## config.mk

```make
export PLATFORM = sky130hd
export DESIGN_NAME = acfm_dma
export DESIGN_NICKNAME = d
export VERILOG_FILES = /design/src/sv/acfm_pkg.sv /design/src/sv/acfm_dma.sv
export SDC_FILE = /design/constraint.sdc
export NUM_CORES = 1
export LEC_CHECK = 0
export BUFFER_PORTS_ARGS = -buffer_cell sky130_fd_sc_hd__buf_4
export CORE_MARGIN = 2
export CORE_UTILIZATION = 55
export CTS_CLUSTER_DIAMETER = 50
export DETAILED_ROUTE_END_ITERATION = 8
export PLACE_DENSITY_LB_ADDON = 0.2
export SYNTH_ARGS = -nofsm -noshare
export SYNTH_HDL_FRONTEND = slang
export SYNTH_SLANG_ARGS = --single-unit
export TNS_END_PERCENT = 100
```

## constraint.sdc

```tcl
create_clock -name clk_i -period 8.4 [get_ports clk_i]
set_input_delay 1.68 -clock clk_i [delete_from_list [all_inputs] [get_ports clk_i]]
set_output_delay 1.68 -clock clk_i [all_outputs]
set_load 0.01 [all_outputs]
```

## src/sv/acfm_pkg.sv

```systemverilog
`timescale 1ns / 1ps
package acfm_pkg;
  localparam int unsigned CHANNELS_DEF = 3;
  localparam int unsigned MAX_CH = 3;

  localparam logic [31:0] TICK_INTERVAL_MS = 32'd10;
  localparam logic [31:0] RAIL_HEAL_MS     = 32'd2000;
  localparam logic [31:0] STUCK_HEAL_MS    = 32'd2000;
  localparam logic [7:0]  STUCK_MIN_CHANGES = 8'd10;
  localparam logic [31:0] STUCK_GAP_MS     = 32'd200;
  localparam logic [6:0]  BIAS_WINDOW      = 7'd100;
  localparam logic [31:0] BIAS_HEAL_MS     = 32'd5000;
  localparam logic [31:0] DMA_STALL_MS     = 32'd1000;
  localparam logic [31:0] DMA_HEAL_MS      = 32'd2000;
  localparam logic [7:0]  CHANGE_SAT       = 8'hFF;

  localparam int unsigned CFG_IDX_W = 8;
  localparam logic [CFG_IDX_W-1:0] REG_RAIL_LOW    = 8'd0;
  localparam logic [CFG_IDX_W-1:0] REG_RAIL_HIGH   = 8'd1;
  localparam logic [CFG_IDX_W-1:0] REG_BIAS_LOW    = 8'd2;
  localparam logic [CFG_IDX_W-1:0] REG_BIAS_HIGH   = 8'd3;
  localparam logic [CFG_IDX_W-1:0] REG_DEADBAND    = 8'd4;
  localparam logic [CFG_IDX_W-1:0] REG_RAIL_CONF   = 8'd5;
  localparam logic [CFG_IDX_W-1:0] REG_STUCK_CONF  = 8'd6;
  localparam logic [CFG_IDX_W-1:0] REG_BIAS_CONF   = 8'd7;

  typedef struct packed {
    logic [11:0] rail_low;
    logic [11:0] rail_high;
    logic [11:0] bias_low;
    logic [11:0] bias_high;
    logic [7:0]  deadband;
    logic [31:0] rail_conf;
    logic [31:0] stuck_conf;
    logic [31:0] bias_conf;
  } cfg_t;

  // one tick as seen by every lane
  typedef struct packed {
    logic        valid;
    logic [31:0] now;
    logic        fire;
    logic        first;
  } lane_ctl_t;

  typedef struct packed {
    logic rail;
    logic stuck;
    logic bias;
  } lane_stat_t;
endpackage

```

## src/sv/acfm_dma.sv

```systemverilog
`timescale 1ns / 1ps
module acfm_dma (
  input  logic        clk_i,
  input  logic        rst_ni,
  input  logic        eval_i,
  input  logic [31:0] now_i,
  input  logic        running_i,
  input  logic [31:0] upd_i,
  input  logic [31:0] err_i,
  input  logic        read_fail_i,
  output logic        fault_o
);
  logic [31:0] upd_q, upd_d, err_q, err_d, prog_q, prog_d, rec_q, rec_d;
  logic        recv_q, recv_d, flt_q, flt_d;
  logic        progressed;

  assign progressed = upd_i != upd_q;

  always_comb begin
    upd_d = upd_q; err_d = err_q; prog_d = prog_q; rec_d = rec_q;
    recv_d = recv_q; flt_d = flt_q;
    if (eval_i) begin
      upd_d = upd_i; err_d = err_i;
      if (progressed) prog_d = now_i;
      if (!running_i || err_i != err_q || now_i - prog_d >= acfm_pkg::DMA_STALL_MS) begin
        flt_d = 1'b1; recv_d = 1'b0; rec_d = '0;
      end else if (flt_q && progressed) begin
        if (!recv_q) begin
          recv_d = 1'b1; rec_d = now_i;
        end else if (now_i - rec_q >= acfm_pkg::DMA_HEAL_MS) begin
          flt_d = 1'b0; recv_d = 1'b0; rec_d = '0;
        end
      end
      if (read_fail_i) flt_d = 1'b1;
    end
  end

  always_ff @(posedge clk_i or negedge rst_ni) begin
    if (!rst_ni) begin
      upd_q <= '0; err_q <= '0; prog_q <= '0; rec_q <= '0; recv_q <= 1'b0; flt_q <= 1'b0;
    end else begin
      upd_q <= upd_d; err_q <= err_d; prog_q <= prog_d; rec_q <= rec_d;
      recv_q <= recv_d; flt_q <= flt_d;
    end
  end

  assign fault_o = flt_d;
endmodule

```

After elaboration in Yosys (flattened, before gate mapping)
Cells that the tools add are included.
{"block": "classes", "add_sub_neg": 2, "n_lt_le_gt_ge": 2, "eq_ne": 3, "n_mux": 16, "reduce_logical": 7}
{"cell": "$mux W32", "n": 6}
{"cell": "$ne A32 B32 Y1", "n": 2}
{"cell": "$sub A32 B32 Y32", "n": 2}
{"cell": "$ge A32 B10 Y1 const B", "n": 1}
{"cell": "$ge A32 B11 Y1 const B", "n": 1}
{"cell": "$mux W1", "n": 10}
{"cell": "$ne A3 B1 Y1 const B", "n": 1}
{"cell": "$reduce_and A3 Y1", "n": 1}
{"cell": "$logic_or A1 B1 Y1", "n": 2}
{"cell": "$reduce_and A2 Y1", "n": 1}
{"cell": "$reduce_bool A2 Y1", "n": 1}
{"cell": "$logic_and A1 B1 Y1", "n": 1}
{"cell": "$logic_not A1 Y1", "n": 1}
{"block": "totals", "regBits": 130, "inputBits": 101, "output_inout_bits": 1, "elab_cells": 36}

Depth between registers and ports, before layout
{"block": "logic_depth", "ltp_word": 9, "mapped_depth": 25, "mapped_depth_nobuf": 21}

Least setup slack after synthesis
Ideal clock, no wire load.
{"block": "synth_timing", "kind": "input-to-output", "start": "input port upd_i[14]", "end": "output port fault_o", "arrival_time_ns": 6.861, "required_ns": 6.720, "path_slack_ns": -0.141, "cell_stages": 23, "n_path_buf": 3, "path_cell_list": "xor2_1 > nor4_1 > nand4_1 > nor2_1 > clkbuf_8 > clkbuf_1 > clkbuf_1 > o21ai_0 > ha_1 > inv_1 > fa_1 > a21oi_1 > o211a_1 > o21ai_0 > a21oi_1 > a2111oi_2 > o21ai_0 > o31ai_1 > mux2i_1 > or4b_1 > or4_1 > o21ai_0 > nand2_1"}
{"block": "synth_between", "elab_chain_len": 9}
{"item": "start: declaration", "line_no": "acfm_dma.sv:8", "rtl": "input logic [31:0] upd_i,"}
{"item": "$ne A32 B32 Y1 (*)", "line_no": "acfm_dma.sv:17", "rtl": "assign progressed = upd_i != upd_q;"}
{"item": "$mux W32", "line_no": "acfm_dma.sv:24", "rtl": "if (progressed) prog_d = now_i;"}
{"item": "$mux W32", "line_no": "acfm_dma.sv:22", "rtl": "if (eval_i) begin"}
{"item": "$sub A32 B32 Y32", "line_no": "acfm_dma.sv:25", "rtl": "if (!running_i || err_i != err_q || now_i - prog_d >= acfm_pkg::DMA_STALL_MS) begin"}
{"item": "$ge A32 B10 Y1", "line_no": "acfm_dma.sv:25"}
{"item": "$logic_or A1 B1 Y1", "line_no": "acfm_dma.sv:25"}
{"item": "$mux W1 (*)", "line_no": "acfm_dma.sv:25"}
{"item": "$mux W1 (*)", "line_no": "acfm_dma.sv:34", "rtl": "if (read_fail_i) flt_d = 1'b1;"}
{"item": "$mux W1 (*)", "line_no": "acfm_dma.sv:22"}
{"item": "end: declaration", "line_no": "acfm_dma.sv:11", "rtl": "output logic fault_o"}
Every way passes the cells marked *; elsewhere a longest branch is shown, timed or not. The select of a mux whose other input is x is not followed.

Worst setup path after layout
{"block": "layout_timing", "start": "input port upd_i[0]", "end": "output port fault_o"}
The elaborated chain is that of the path after synthesis.

==> parameters.txt <==
Parameter                              Value

Status
  Outcome    complete, no violations

Drt
  Average detailed-routed wire length per instance    17.41 um
  Via/cell ratio    6.011
  DRC violation count after routing    0
  Detailed Route WL    26.88 mm
  Overall via count from detail_route    9281
  Count of nets left with antenna violations after detail routing    0
  Detailed Routing Iterations Pass 1    5
  Number of DRC markers in iteration 0    685

Worst setup path
  Crit path largest cell delay    0.56 ns
  Highest fanout seen on the critical path    20
  Critical Path Sink Type    output port
  Data required time at the worst endpoint    6.72 ns
  Buf+Inv Stages, Crit Path    6
  Data arrival time of the critical path    6.49 ns
  CP max-delay cell    sky130_fd_sc_hd__or4_4
  Cells along the critical path    buf_4 -> xor2_1 -> nor4_2 -> buf_4 -> nand4_1 -> nor2_4 -> buf_6 -> a21oi_1 -> ha_1 -> inv_2 -> o21bai_1 -> a21oi_2 -> buf_4 -> and3_2 -> or4_1 -> a2111o_1 -> nor4_2 -> nand4b_1 -> or4_4 -> o21ai_1 -> nand2_1 -> buf_4
  Kind of critical path    in -> out
  Category of the worst setup path launch point    primary input
  Most used cell, CP    sky130_fd_sc_hd__buf_4
  Largest delay share family, worst path    simple AND/OR/NAND/NOR gates

Placement
  Minimum setup slack after placement    -0.1103 ns
  DP Wirelength    20.08 mm
  Total instance count after detailed placement    1507
  Number of port buffers    101
  Placer Congestion    0.9595

Synth
  Async set-or-reset flop fraction in the synthesized netlist    100.0%
  Number of enable flip-flop cells after synthesis    0
  Most used standard cells in the synthesized netlist    sky130_fd_sc_hd__dfrtp_1, sky130_fd_sc_hd__nand2_1, sky130_fd_sc_hd__inv_1, sky130_fd_sc_hd__a21oi_1, sky130_fd_sc_hd__o21ai_0
  Total nets after synthesis    1326
  Netlist cell types    74
  Synth top area share    32.56%
  Gate Count Post-Synth    1163
  Most frequent cell after synthesis    sky130_fd_sc_hd__dfrtp_1
  Average cell area after synthesis    8.592 um2
  Flop and latch count out of synthesis    130
  Syn Std Cell Area    9992 um2
  Main area contributors after synthesis    sky130_fd_sc_hd__dfrtp_1, sky130_fd_sc_hd__ha_1, sky130_fd_sc_hd__mux2_2, sky130_fd_sc_hd__a21oi_1, sky130_fd_sc_hd__o21ai_0
  Share of synthesized area occupied by flip-flops and latches    32.56%
  Most used flip-flop cell after synthesis    sky130_fd_sc_hd__dfrtp_1
  Yosys warning count    0
  Biggest area consumer among synthesized cells    sky130_fd_sc_hd__dfrtp_1

STA
  Peak clock frequency supported by timing    122.5 MHz
  Post-route clock period utilization    97.21%
  Setup_tns    0 ns
  Minimum period implied by the final worst setup slack    8.166 ns
  Worst-margin pin slew    0.8357 ns
  Number of max-slew violations in the final report    0
  Max transition margin    44.29%
  Clock skew    0.008528 ns
  Setup violators final    0
  Worst setup slack after layout    0.2343 ns
  Final-report hold violation count    0

Finish
  Multi-input combinational cell area    6475 um2
  Layout net count    1465
  # diodes    0
  Syn-to-layout area delta    22.53%
  Number of cells in the finished layout apart from fillers    1544
  Proportion of layout cells with a drive suffix above 1    24.18%
  Number of filler cells placed in the layout    1413
  FF/Latch Area    3253 um2

Global route
  Antenna violations before repair    0
  Maximum number of pins on one net before global-route repair    67
  Via count of the first global-routing pass    9066
  Most Crowded Layer GR    met2
  Wire length of the first global-routing pass    43.83 mm
  GR Layer Usage met2    44.70%
  GR met1 Demand/Resource    36.95%
  Global routing usage summed across all routing layers    27.68%
  Grt met3 use    5.041%
  Total global routing overflow    0

Pwr
  Leakage power    0.005322 uW
  Switching power share of the total    29.65%
  Power density over the cells    164.5 nW/um2
  Clock network power share    39.5%
  Post-layout total power    2015 uW
  Reg power frac    34.9%
  Net switching power    597.3 uW
  Combinational cell fraction of total power    25.7%
  Cell Int Power    1417 uW
  Worst vdd rail ir drop    172.2 uV

Clock network
  Clock tree from TritonCTS    done
  CTS buffer count    17
  CTS Root Cell    sky130_fd_sc_hd__clkbuf_16
  H-Tree Level Count    4
  Register clock-pin slew on the reported worst setup and hold paths    0.06 ns
  Clock sink total    130
  Hold buffers post-CTS    0
  Max Buffers Root-to-Sink    2
  Clk_lat worst skew    0.43 ns

Hold path
  Worst hold path type    reg -> reg

Floorplanning
  Boundary Pins    102
  Chip width    138.8 um
  Initial core utilization    55.81%
  Placeable Area    17900 um2
  DIE AREA    19260 um2
  Vert. Die Dim    138.8 um
  Row count    49

Run
  Total of max-cap violations    0
==> worst paths after layout <==
path                                  startpoint                    end  slack (ns)  depth (start not counted)
max in group asynchronous                 rst_ni  rec_q[27]$_DFFE_PN0P_        5.89                          2
hold / removal             prog_q[0]$_DFFE_PN0P_  prog_q[0]$_DFFE_PN0P_        0.48                          2
min in group asynchronous                 rst_ni   upd_q[7]$_DFFE_PN0P_        1.22                          1
setup reg to reg            upd_q[0]$_DFFE_PN0P_  rec_q[10]$_DFFE_PN0P_        2.97                         23
setup / recovery                        upd_i[0]                fault_o        0.23                         22
hold reg to reg            prog_q[0]$_DFFE_PN0P_  prog_q[0]$_DFFE_PN0P_        0.48                          2
==> power groups by stage <==
stage | clock [uW] | sequential, uW | combinational [uW]
floorplan | 0 | 705 | 311
global placement | 0 | 710 | 472
detailed placement | 0 | 712 | 480
CTS | 804 | 702 | 488
global route | 828 | 708 | 567
finish | 795 | 702 | 517
==> state kept, by name, indices dropped and copies added, names as in the netlist <==
name and count:
err_q 32, flt_q 1, prog_q 32, rec_q 32, recv_q 1, upd_q 32
==> kinds of logic (layout without fill, tap and decap cells) <==
family          after synthesis  in the layout  share of synthesized area (%)
flops                       130            130                          32.56
buf+inv                     134            286                          5.284
simple gates                338            338                          16.82
xor+xnor                     91             91                          7.976
fa+ha+maj                    63             63                          8.014
compound gates              335            335                          21.33
mux                          72             72                          8.027
==> metal layers <==
| layer | vias up | wire, um |
|---|---|---|
| met4 | 0 | 914 |
| met1 | 4397 | 12130 |
| met5 | - | 0 |
| met2 | 300 | 12270 |
| met3 | 72 | 1567 |
| li1 | 4512 | - |
==> placed cells by master, fill, tap and decap left out, types with 7 or more instances in the layout <==
master | Yosys | final
sky130_fd_sc_hd__nand2_1 | 109 | 108
sky130_fd_sc_hd__o31ai_1 | 8 | 7
sky130_fd_sc_hd__a21oi_1 | 84 | 77
sky130_fd_sc_hd__nand3_1 | 17 | 16
sky130_fd_sc_hd__nor4_1 | 19 | 14
sky130_fd_sc_hd__dfrtp_1 | 130 | 130
sky130_fd_sc_hd__a31oi_1 | 10 | 8
sky130_fd_sc_hd__o21bai_1 | 11 | 10
sky130_fd_sc_hd__inv_1 | 90 | 89
sky130_fd_sc_hd__xnor2_1 | 44 | 44
sky130_fd_sc_hd__nand4_1 | 23 | 23
sky130_fd_sc_hd__nor3_1 | 19 | 19
sky130_fd_sc_hd__ha_1 | 60 | 57
sky130_fd_sc_hd__or3_1 | 9 | 8
sky130_fd_sc_hd__o21ai_0 | 84 | 78
sky130_fd_sc_hd__clkbuf_16 | 0 | 17
sky130_fd_sc_hd__and3_1 | 8 | 8
sky130_fd_sc_hd__or4_1 | 8 | 7
sky130_fd_sc_hd__mux2_2 | 65 | 64
sky130_fd_sc_hd__o211ai_1 | 9 | 9
sky130_fd_sc_hd__a211oi_1 | 8 | 8
sky130_fd_sc_hd__a21o_1 | 21 | 20
sky130_fd_sc_hd__buf_4 | 2 | 159
sky130_fd_sc_hd__nor2_1 | 75 | 73
sky130_fd_sc_hd__o2111ai_1 | 8 | 7
sky130_fd_sc_hd__xor2_1 | 47 | 47
sky130_fd_sc_hd__o22ai_1 | 36 | 36
==> worst reg2reg max path, delay by kind of cell (launching register included) <==
family	cells	cell delay [ns]
fa+ha+maj	1	0.28
buf+inv	6	1.17
flops	1	0.39
simple gates	7	1.69
compound gates	7	1.48
xor+xnor	2	0.33
==> layout make-up <==
class                   count  area share [%]
repair buffers            164           10.21
clock inverters            10           1.196
flip-flops and latches    130           26.57
inverters                  90           2.759
well taps                 229           2.340
clock buffers              22           4.037
multi-input cells         899           52.89
==> what timing repair did <==
item                       in CTS  in global routing
pin swaps                       2                 27
gates resized for setup         8                 52
setup buffers                   1                  5
setup endpoints to repair       1                  1
gates cloned                    1                  0
==> metrics by stage <==
step / util [%] / area (um2) / hold WS [ns]
global placement: 63.24 / 11320 / 0.4632
CTS: 67.19 / 12030 / 0.4826
finish: 68.39 / 12240 / 0.4844
detailed placement: 63.24 / 11320 / 0.4700
global route: 68.39 / 12240 / 0.5033
floorplan: - / 10000 / 0.4497
No activity file was read; power rests on OpenSTA's default activity.
