==> src/sv/acfm_pkg.sv <==
`timescale 1ns / 1ps
package acfm_pkg;
  localparam int unsigned CHANNELS_DEF = 3;
  localparam int unsigned MAX_CH = 3;

  localparam logic [31:0] TICK_INTERVAL_MS = 32'd10;
  localparam logic [31:0] RAIL_HEAL_MS     = 32'd2000;
  localparam logic [31:0] STUCK_HEAL_MS    = 32'd2000;
  localparam logic [7:0]  STUCK_MIN_CHANGES = 8'd10;
  localparam logic [31:0] STUCK_GAP_MS     = 32'd200;
  localparam logic [6:0]  BIAS_WINDOW      = 7'd100;
  localparam logic [31:0] BIAS_HEAL_MS     = 32'd5000;
  localparam logic [31:0] DMA_STALL_MS     = 32'd1000;
  localparam logic [31:0] DMA_HEAL_MS      = 32'd2000;
  localparam logic [7:0]  CHANGE_SAT       = 8'hFF;

  localparam int unsigned CFG_IDX_W = 8;
  localparam logic [CFG_IDX_W-1:0] REG_RAIL_LOW    = 8'd0;
  localparam logic [CFG_IDX_W-1:0] REG_RAIL_HIGH   = 8'd1;
  localparam logic [CFG_IDX_W-1:0] REG_BIAS_LOW    = 8'd2;
  localparam logic [CFG_IDX_W-1:0] REG_BIAS_HIGH   = 8'd3;
  localparam logic [CFG_IDX_W-1:0] REG_DEADBAND    = 8'd4;
  localparam logic [CFG_IDX_W-1:0] REG_RAIL_CONF   = 8'd5;
  localparam logic [CFG_IDX_W-1:0] REG_STUCK_CONF  = 8'd6;
  localparam logic [CFG_IDX_W-1:0] REG_BIAS_CONF   = 8'd7;

  typedef struct packed {
    logic [11:0] rail_low;
    logic [11:0] rail_high;
    logic [11:0] bias_low;
    logic [11:0] bias_high;
    logic [7:0]  deadband;
    logic [31:0] rail_conf;
    logic [31:0] stuck_conf;
    logic [31:0] bias_conf;
  } cfg_t;

  // one tick as seen by every lane
  typedef struct packed {
    logic        valid;
    logic [31:0] now;
    logic        fire;
    logic        first;
  } lane_ctl_t;

  typedef struct packed {
    logic rail;
    logic stuck;
    logic bias;
  } lane_stat_t;
endpackage

==> src/sv/acfm_lane.sv <==
`timescale 1ns / 1ps
module acfm_lane (
  input  logic               clk_i,
  input  logic               rst_ni,
  input  acfm_pkg::cfg_t     cfg_i,
  input  acfm_pkg::lane_ctl_t ctl_i,
  input  logic               ok_i,
  input  logic [11:0]        raw_i,
  output acfm_pkg::lane_stat_t stat_o
);
  logic [31:0] rail_start_q, rail_start_d, rail_rec_q, rail_rec_d;
  logic        rail_tim_q, rail_tim_d, rail_flt_q, rail_flt_d;
  logic [11:0] base_q, base_d;
  logic [31:0] chg_q, chg_d, srec_q, srec_d;
  logic [7:0]  cnt_q, cnt_d;
  logic        sflt_q, sflt_d;
  logic [18:0] bsum_q, bsum_d;
  logic [6:0]  bcnt_q, bcnt_d;
  logic [31:0] bstart_q, bstart_d, brec_q, brec_d;
  logic        btim_q, btim_d, bflt_q, bflt_d;

  logic [31:0] now;
  logic [11:0] base;
  logic [31:0] chg;
  logic [11:0] delta;
  logic [18:0] sum_new;
  logic [11:0] mean;
  logic [7:0]  cnt_inc;
  logic [38:0] mean_prod;

  assign now = ctl_i.now;
  assign base = ctl_i.first ? raw_i : base_q;
  assign chg  = ctl_i.first ? now : chg_q;
  assign delta = (raw_i >= base) ? raw_i - base : base - raw_i;
  assign sum_new = bsum_q + 19'(raw_i);
  // divide by 100: multiply by ceil(2^26/100); exact for sums below 1864135
  assign mean_prod = 39'(sum_new) * 39'(20'd671089);
  assign mean = 12'(mean_prod >> 26);

  always_comb begin
    rail_start_d = rail_start_q; rail_rec_d = rail_rec_q;
    rail_tim_d = rail_tim_q; rail_flt_d = rail_flt_q;
    base_d = base_q; chg_d = chg_q; srec_d = srec_q; cnt_d = cnt_q; sflt_d = sflt_q;
    bsum_d = bsum_q; bcnt_d = bcnt_q; bstart_d = bstart_q; brec_d = brec_q;
    btim_d = btim_q; bflt_d = bflt_q;
    cnt_inc = cnt_q;
    if (ctl_i.valid && ok_i) begin
      base_d = base; chg_d = chg;
      if (raw_i <= cfg_i.rail_low || raw_i >= cfg_i.rail_high) begin
        rail_rec_d = '0;
        if (!rail_tim_q) begin
          rail_tim_d = 1'b1; rail_start_d = now;
        end else if (now - rail_start_q >= cfg_i.rail_conf) begin
          rail_flt_d = 1'b1;
        end
      end else begin
        rail_tim_d = 1'b0; rail_start_d = '0;
        if (!rail_flt_q) rail_rec_d = '0;
        else if (rail_rec_q == '0) rail_rec_d = now;
        else if (now - rail_rec_q >= acfm_pkg::RAIL_HEAL_MS) begin
          rail_flt_d = 1'b0; rail_rec_d = '0;
        end
      end
      if (delta > 12'(cfg_i.deadband)) begin
        base_d = raw_i; chg_d = now;
        if (sflt_q) begin
          if (srec_q == '0) begin
            srec_d = now; cnt_inc = 8'd1;
          end else if (cnt_q < acfm_pkg::CHANGE_SAT) begin
            cnt_inc = cnt_q + 8'd1;
          end
          cnt_d = cnt_inc;
          if (now - srec_d >= acfm_pkg::STUCK_HEAL_MS &&
              cnt_inc >= acfm_pkg::STUCK_MIN_CHANGES) begin
            sflt_d = 1'b0; srec_d = '0; cnt_d = '0;
          end
        end
      end else if (!sflt_q) begin
        if (now - chg >= cfg_i.stuck_conf) sflt_d = 1'b1;
      end else if (srec_q != '0 && now - chg >= acfm_pkg::STUCK_GAP_MS) begin
        srec_d = '0; cnt_d = '0;
      end
      if (!ctl_i.fire) begin
        if (bcnt_q + 7'd1 >= acfm_pkg::BIAS_WINDOW) begin
          bsum_d = '0; bcnt_d = '0;
          if (mean < cfg_i.bias_low || mean > cfg_i.bias_high) begin
            brec_d = '0;
            if (!btim_q) begin
              btim_d = 1'b1; bstart_d = now;
            end else if (now - bstart_q >= cfg_i.bias_conf) begin
              bflt_d = 1'b1;
            end
          end else begin
            btim_d = 1'b0; bstart_d = '0;
            if (!bflt_q) brec_d = '0;
            else if (brec_q == '0) brec_d = now;
            else if (now - brec_q >= acfm_pkg::BIAS_HEAL_MS) begin
              bflt_d = 1'b0; brec_d = '0;
            end
          end
        end else begin
          bsum_d = sum_new; bcnt_d = bcnt_q + 7'd1;
        end
      end
    end
    if (ctl_i.valid && ctl_i.fire) begin
      bsum_d = '0; bcnt_d = '0; bstart_d = '0; brec_d = '0; btim_d = 1'b0;
    end
  end

  always_ff @(posedge clk_i or negedge rst_ni) begin
    if (!rst_ni) begin
      rail_start_q <= '0; rail_rec_q <= '0; rail_tim_q <= 1'b0; rail_flt_q <= 1'b0;
      base_q <= '0; chg_q <= '0; srec_q <= '0; cnt_q <= '0; sflt_q <= 1'b0;
      bsum_q <= '0; bcnt_q <= '0; bstart_q <= '0; brec_q <= '0;
      btim_q <= 1'b0; bflt_q <= 1'b0;
    end else begin
      rail_start_q <= rail_start_d; rail_rec_q <= rail_rec_d;
      rail_tim_q <= rail_tim_d; rail_flt_q <= rail_flt_d;
      base_q <= base_d; chg_q <= chg_d; srec_q <= srec_d; cnt_q <= cnt_d;
      sflt_q <= sflt_d; bsum_q <= bsum_d; bcnt_q <= bcnt_d;
      bstart_q <= bstart_d; brec_q <= brec_d; btim_q <= btim_d; bflt_q <= bflt_d;
    end
  end

  assign stat_o.rail  = rail_flt_d;
  assign stat_o.stuck = sflt_d;
  assign stat_o.bias  = bflt_d;
endmodule

==> config.mk <==
export PLATFORM = sky130hd
export DESIGN_NAME = acfm_lane
export DESIGN_NICKNAME = d
export VERILOG_FILES = /design/src/sv/acfm_pkg.sv /design/src/sv/acfm_lane.sv
export SDC_FILE = /design/constraint.sdc
export NUM_CORES = 1
export LEC_CHECK = 0
export BUFFER_PORTS_ARGS = -buffer_cell sky130_fd_sc_hd__buf_2
export CELL_PAD_IN_SITES_DETAIL_PLACEMENT = 1
export CELL_PAD_IN_SITES_GLOBAL_PLACEMENT = 2
export CORE_ASPECT_RATIO = 1.25
export CORE_UTILIZATION = 39
export CTS_CLUSTER_DIAMETER = 60
export DETAILED_ROUTE_END_ITERATION = 8
export PLACE_DENSITY_LB_ADDON = 0.05
export RECOVER_POWER = 100
export SKIP_CTS_REPAIR_TIMING = 1
export SYNTH_ARGS = -nofsm -noshare
export SYNTH_HDL_FRONTEND = slang
export SYNTH_SLANG_ARGS = --single-unit
==> constraint.sdc <==
create_clock -name clk_i -period 14.3 [get_ports clk_i]
set_clock_uncertainty 0.15 [all_clocks]
set_input_delay 0 -clock clk_i [delete_from_list [all_inputs] [get_ports clk_i]]
set_output_delay 0 -clock clk_i [all_outputs]
set_load 0.02 [all_outputs]
# Word level (Yosys, flattened, before mapping)
# Cells that the tools add are included.
[word_totals]
out_inout_bits = 3
register_bits = 243
wordCells = 148
[classes]
eq_ne = 5
addsub = 11
multipliers = 1
n_reduce_logical = 20
magnitude_cmp = 16
muxes = 80
[op_table]
columns = ["operator", "n"]
rows = [
  ["2-to-1 mux 32 bit", 31],
  ["subtractor 32 bit", 6],
  ["greater-or-equal comparator 32 bit", 3],
  ["logical NOT 32 bit", 3],
  ["2-to-1 mux 8 bit", 10],
  ["2-to-1 mux 19 bit", 4],
  ["greater-or-equal comparator 32 x 11 -> 1 bit (second input constant)", 2],
  ["multiplier 19 x 20 -> 38 bit (second input constant)", 1],
  ["2-to-1 mux 12 bit", 3],
  ["greater-or-equal comparator 32 x 13 -> 1 bit (second input constant)", 1],
  ["greater-or-equal comparator 32 x 8 -> 1 bit (second input constant)", 1],
  ["nonzero test 32 bit", 1],
  ["2-to-1 mux 1 bit", 28],
  ["2-to-1 mux 7 bit", 4],
  ["greater-or-equal comparator 12 bit", 2],
  ["subtractor 12 bit", 2],
  ["adder 19 x 12 -> 19 bit", 1],
  ["> comparator 12 bit", 1],
  ["> comparator 12 x 8 -> 1 bit", 1],
  ["less-or-equal comparator 12 bit", 1],
  ["less-than comparator 12 bit", 1],
  ["adder 8 x 1 -> 8 bit (second input constant)", 1],
  ["greater-or-equal comparator 8 x 4 -> 1 bit (second input constant)", 1],
  ["less-than comparator 8 bit (second input constant)", 1],
  ["other kinds (13)", 23],
]

# Longest topological paths before layout
[depth]
depth_word = 13
mapped_depth = 54
depth_no_buf = 51

# Least setup slack after synthesis
# OpenSTA, ideal clock, no wires.
[synth_timing]
path_type = "flip-flop to flip-flop"
start = "reg bsum_q[0]"
end = "reg brec_q[10]"
synth_period_minus_slack_ps = 11132
setup_slack_ps = 3168
required_time_ps = 14017
stages_incl_launch_ff = 53
setup_ps = 133
arrival_time_ps = 10849
cell_sequence = "dfrtp_1 > ha_1 > inv_1 > fa_1 > nor2b_1 > o21a_1 > o21a_1 > o41ai_1 > o21ai_0 > o41a_1 > nor2b_1 > and3_1 > xnor2_1 > inv_1 > ha_1 > inv_1 > ha_1 > or2_2 > (+17 left out) > o21a_1 > o21a_1 > nor2_1 > xnor2_1 > ha_1 > a21o_1 > a21o_1 > a21oi_1 > and3b_1 > nand2_1 > o21ai_0 > a211o_1 > clkbuf_1 > clkbuf_1 > buf_1 > nor2_1 > a21oi_1 > o21ai_0"
[synth_via]
elab_chain_cells = 9
elab_cells_between_ends = 12
[synth_rtl]
columns = ["item", "line_no", "rtl"]
rows = [
  ["start, declared", "acfm_lane.sv:17", "logic [18:0] bsum_q, bsum_d;"],
  ["start signal, assigned", "acfm_lane.sv:121", "sflt_q <= sflt_d; bsum_q <= bsum_d; bcnt_q <= bcnt_d;"],
  ["adder 19 x 12 -> 19 bit (*)", "acfm_lane.sv:35", "assign sum_new = bsum_q + 19'(raw_i);"],
  ["multiplier 19 x 20 -> 38 bit (*)", "acfm_lane.sv:37", "assign mean_prod = 39'(sum_new) * 39'(20'd671089);"],
  ["less-than comparator 12 bit / > comparator 12 bit (equally long branches)", "acfm_lane.sv:86", "if (mean < cfg_i.bias_low || mean > cfg_i.bias_high) begin"],
  ["logical OR 1 bit (*)", "acfm_lane.sv:86", ""],
  ["2-to-1 mux 32 bit", "acfm_lane.sv:86", ""],
  ["2-to-1 mux 32 bit", "acfm_lane.sv:84", "if (bcnt_q + 7'd1 >= acfm_pkg::BIAS_WINDOW) begin"],
  ["2-to-1 mux 32 bit", "acfm_lane.sv:83", "if (!ctl_i.fire) begin"],
  ["2-to-1 mux 32 bit", "acfm_lane.sv:47", "if (ctl_i.valid && ok_i) begin"],
  ["2-to-1 mux 32 bit", "acfm_lane.sv:106", "if (ctl_i.valid && ctl_i.fire) begin"],
  ["end signal, assigned", "acfm_lane.sv:122", "bstart_q <= bstart_d; brec_q <= brec_d; btim_q <= btim_d; bflt_q <= bflt_d;"],
  ["end, declared", "acfm_lane.sv:19", "logic [31:0] bstart_q, bstart_d, brec_q, brec_d;"],
]
# Mark *: on every way between the ends. The rest lies on a longest branch, timed or not. The select of a mux whose other input is x is not followed.
# A chain may end at the register's enable or synchronous reset.

==> results.yml <==
logic_synthesis:
  synth_cell_types: 92
  synth_top_area_cell: "ha_1"
  synth_cells: 3997
  ys_seq_elements: 243
  synth-main-ff-cell: "dfrtp_1"
  seq_area_frac_synth_pct: 18.68
  synth_area_um2: 32540
  yosysWarnings: 0
  syn_nets: 4863
  async_reset_ff_share_pct: 100.0
  synth_enable_flop_cells: 0
  ys_top_cells_by_area: "ha_1 (20%), dfrtp_1 (19%), fa_1 (8.1%)"
  synth_area_per_cell_um2: 8.142
  yosysTopAreaCellShare_pct: 20.45
worst_hold_path:
  hold_class: "input pin to register"
clock_tree:
  root_buffer: "clkbuf_16"
  clock_latency_ns: 0.55
  cts.sinks: 243
  cts_buffers: 36
  clockBufferDepth: 3
  htreeDepth: 2
  path_clk_slew_ns: 0.06
  cts_tree: "done"
floorplan:
  io-pin-count: 205
  floorplan.rows: 118
  start_util_pct: 39.36
  die_area_um2: 84610
  core_area_um2: 82680
  die_height_um: 325.0
  die_w_um: 260.4
drt:
  avgViaCountPerCell: 5.560
  ant_nets: 0
  dr.pass1.iters: 5
  vias: 29610
  routed_wl_um: 108200
  wl_per_cell_um: 20.32
  drt_iter0_drc: 1325
  drc: 0
cells_and_area:
  fin_nets: 5084
  drive_gt1_share_pct: 9.095
  mostFrequentLayoutCells: "inv_1 (621), ha_1 (532), a21oi_1 (334), o21ai_0 (259), nand2_1 (255)"
  fillers: 10000
  area_growth_pct: 12.28
  mostFrequentLayoutCell: "inv_1"
critical_path:
  path_delay_family: "compound AO/OA/AOI/OAI gates"
  regToRegSetupSlack_ns: 1.26
  worstSetupPathType: "register to primary output"
  cpMostUsedCell: "inv_1"
  end_kind: "primary output"
  critPathMaxFanout: 68
  arrival_ns: 13.12
  path_buf_inv: 9
  crit_slowest_cell: "fa_1"
  slowest_delay_ns: 0.56
  cp.required_ns: 14.15
  critical_path.startpoint_type: "register"
grt:
  grt_pass1_vias: 31000
  grt_pass1_wl_um: 170900
  antenna_found_initial: 2
  overflow: 0
  track_usage_pct: 25.45
  grt_max_degree: 76
pwr:
  p_per_area_nw_per_um2: 252.4
  peakVddDrop_mv: 0.9466
  power.total_mw: 9.224
  cellLeakagePower_nw: 17.69
sta:
  period_share_pct: 92.77
  min_period_ns: 13.27
  max_slew_margin_pct: -174.0
  fin_tns_setup_ns: 0
  maxSlewViolCount: 377
  timing.final.ws_setup_ns: 1.034
  setup_viol: 0
  fmaxAchievable_mhz: 75.38
  hold_violations: 0
  tightest_slew_ns: 4.110
  rsz0062_at_grt: "false"
flow_run:
  maxCapViolations: 8
placement:
  dp_slack_ns: 1.334
  hpwlAfterDp_um: 82770
  port_buffers: 204
  place.gp.congestion: 0.8518
outcome:
  violations: "capacitance limit, slew limit"
  status: "finished, violations left"
==> layout make-up <==
type,instances,area (um2),area share [%]
antenna,1,2.502,0.006848
clock buffer,45,984.7,2.695
clock inverter,19,254.0,0.6951
inverter,621,2331,6.379
multi-input combinational,3010,23670,64.78
sequential,243,6081,16.64
tap,1080,1351,3.698
timing repair buffer,306,1864,5.102
==> worst reg2reg max path: cells and delay by family (launching register included) <==
kind,cells,cell delay [ns]
flip-flops,1,0.37
adder cells (fa/ha/maj),11,3.98
AND/OR/NAND/NOR,10,2.55
AO/OA/AOI/OAI,19,4.38
buffers and inverters,8,1.07
XOR/XNOR,2,0.43
==> report_power, final <==
| group | internal, mW | total (mW) | switching (mW) |
|---|---|---|---|
| clock | 0.569 | 0.938 | 0.369 |
| combinational | 3.05 | 7.44 | 4.39 |
| sequential | 0.780 | 0.846 | 0.0665 |
==> path summary, 6_finish.rpt <==
check	start	end	cells after the start
hold reg to reg	base_q[2]	base_q[2]	2
setup / recovery	bsum_q[0]	stat_o[0]	51
min in group asynchronous	rst_ni	base_q[9]	4
hold / removal	ctl_i[1]	bsum_q[8]	5
setup reg to reg	bsum_q[0]	brec_q[2]	50
max in group asynchronous	rst_ni	bstart_q[13]	5
==> cells in the mapped netlist (54+ instances only) <==
cell and count:
a21o_1 92, a21oi_1 336, a22o_1 70, clkbuf_1 92
dfrtp_1 243, fa_1 132, ha_1 532, inv_1 621
mux2i_1 62, nand2_1 256, nand2b_1 54, nand3_1 167
nand4_1 55, nor2_1 212, nor3_1 73, o21ai_0 256
xnor2_1 115
==> sequential cells by signal (all words and copies together), names as in the netlist <==
name and count:
base_q 12, bcnt_q 7, bflt_q 1, brec_q 32, bstart_q 32, bsum_q 19
btim_q 1, chg_q 32, cnt_q 8, rail_flt_q 1, rail_rec_q 32, rail_start_q 32
rail_tim_q 1, sflt_q 1, srec_q 32
==> per-layer routing <==
layer	track usage (%)	up-vias	wire length (um)
li1	-	14470	-
met1	31.86	14590	47520
met2	46.71	422	55540
met3	1.839	122	2457
met4	6.191	4	2670
met5	0	-	23
==> per-stage QoR <==
step                cells  hold slack, ns  util (%)  cell area, um2
finish               5325         0.04886     44.20           36540
global route         5324         0.08065     44.19           36540
CTS                  5274         -0.8419     43.69           36120
detailed placement   5210         -0.2499     42.19           34880
global placement     5210         -0.2589     42.19           34880
floorplan            3997         -0.4456         -           32550
==> kinds of logic after synthesis <==
kind of cell / Yosys count / share of synthesized area (%)
adders and majority gates: 664 / 28.57
AOI/OAI and AO/OA: 1066 / 20.93
buffers and inverters: 744 / 8.704
xor gates and xnor gates: 162 / 4.360
and+or+nand+nor: 1016 / 15.45
DFF: 243 / 18.68
muxes: 102 / 3.291
Note: power is estimated with default switching activity, not from simulation.
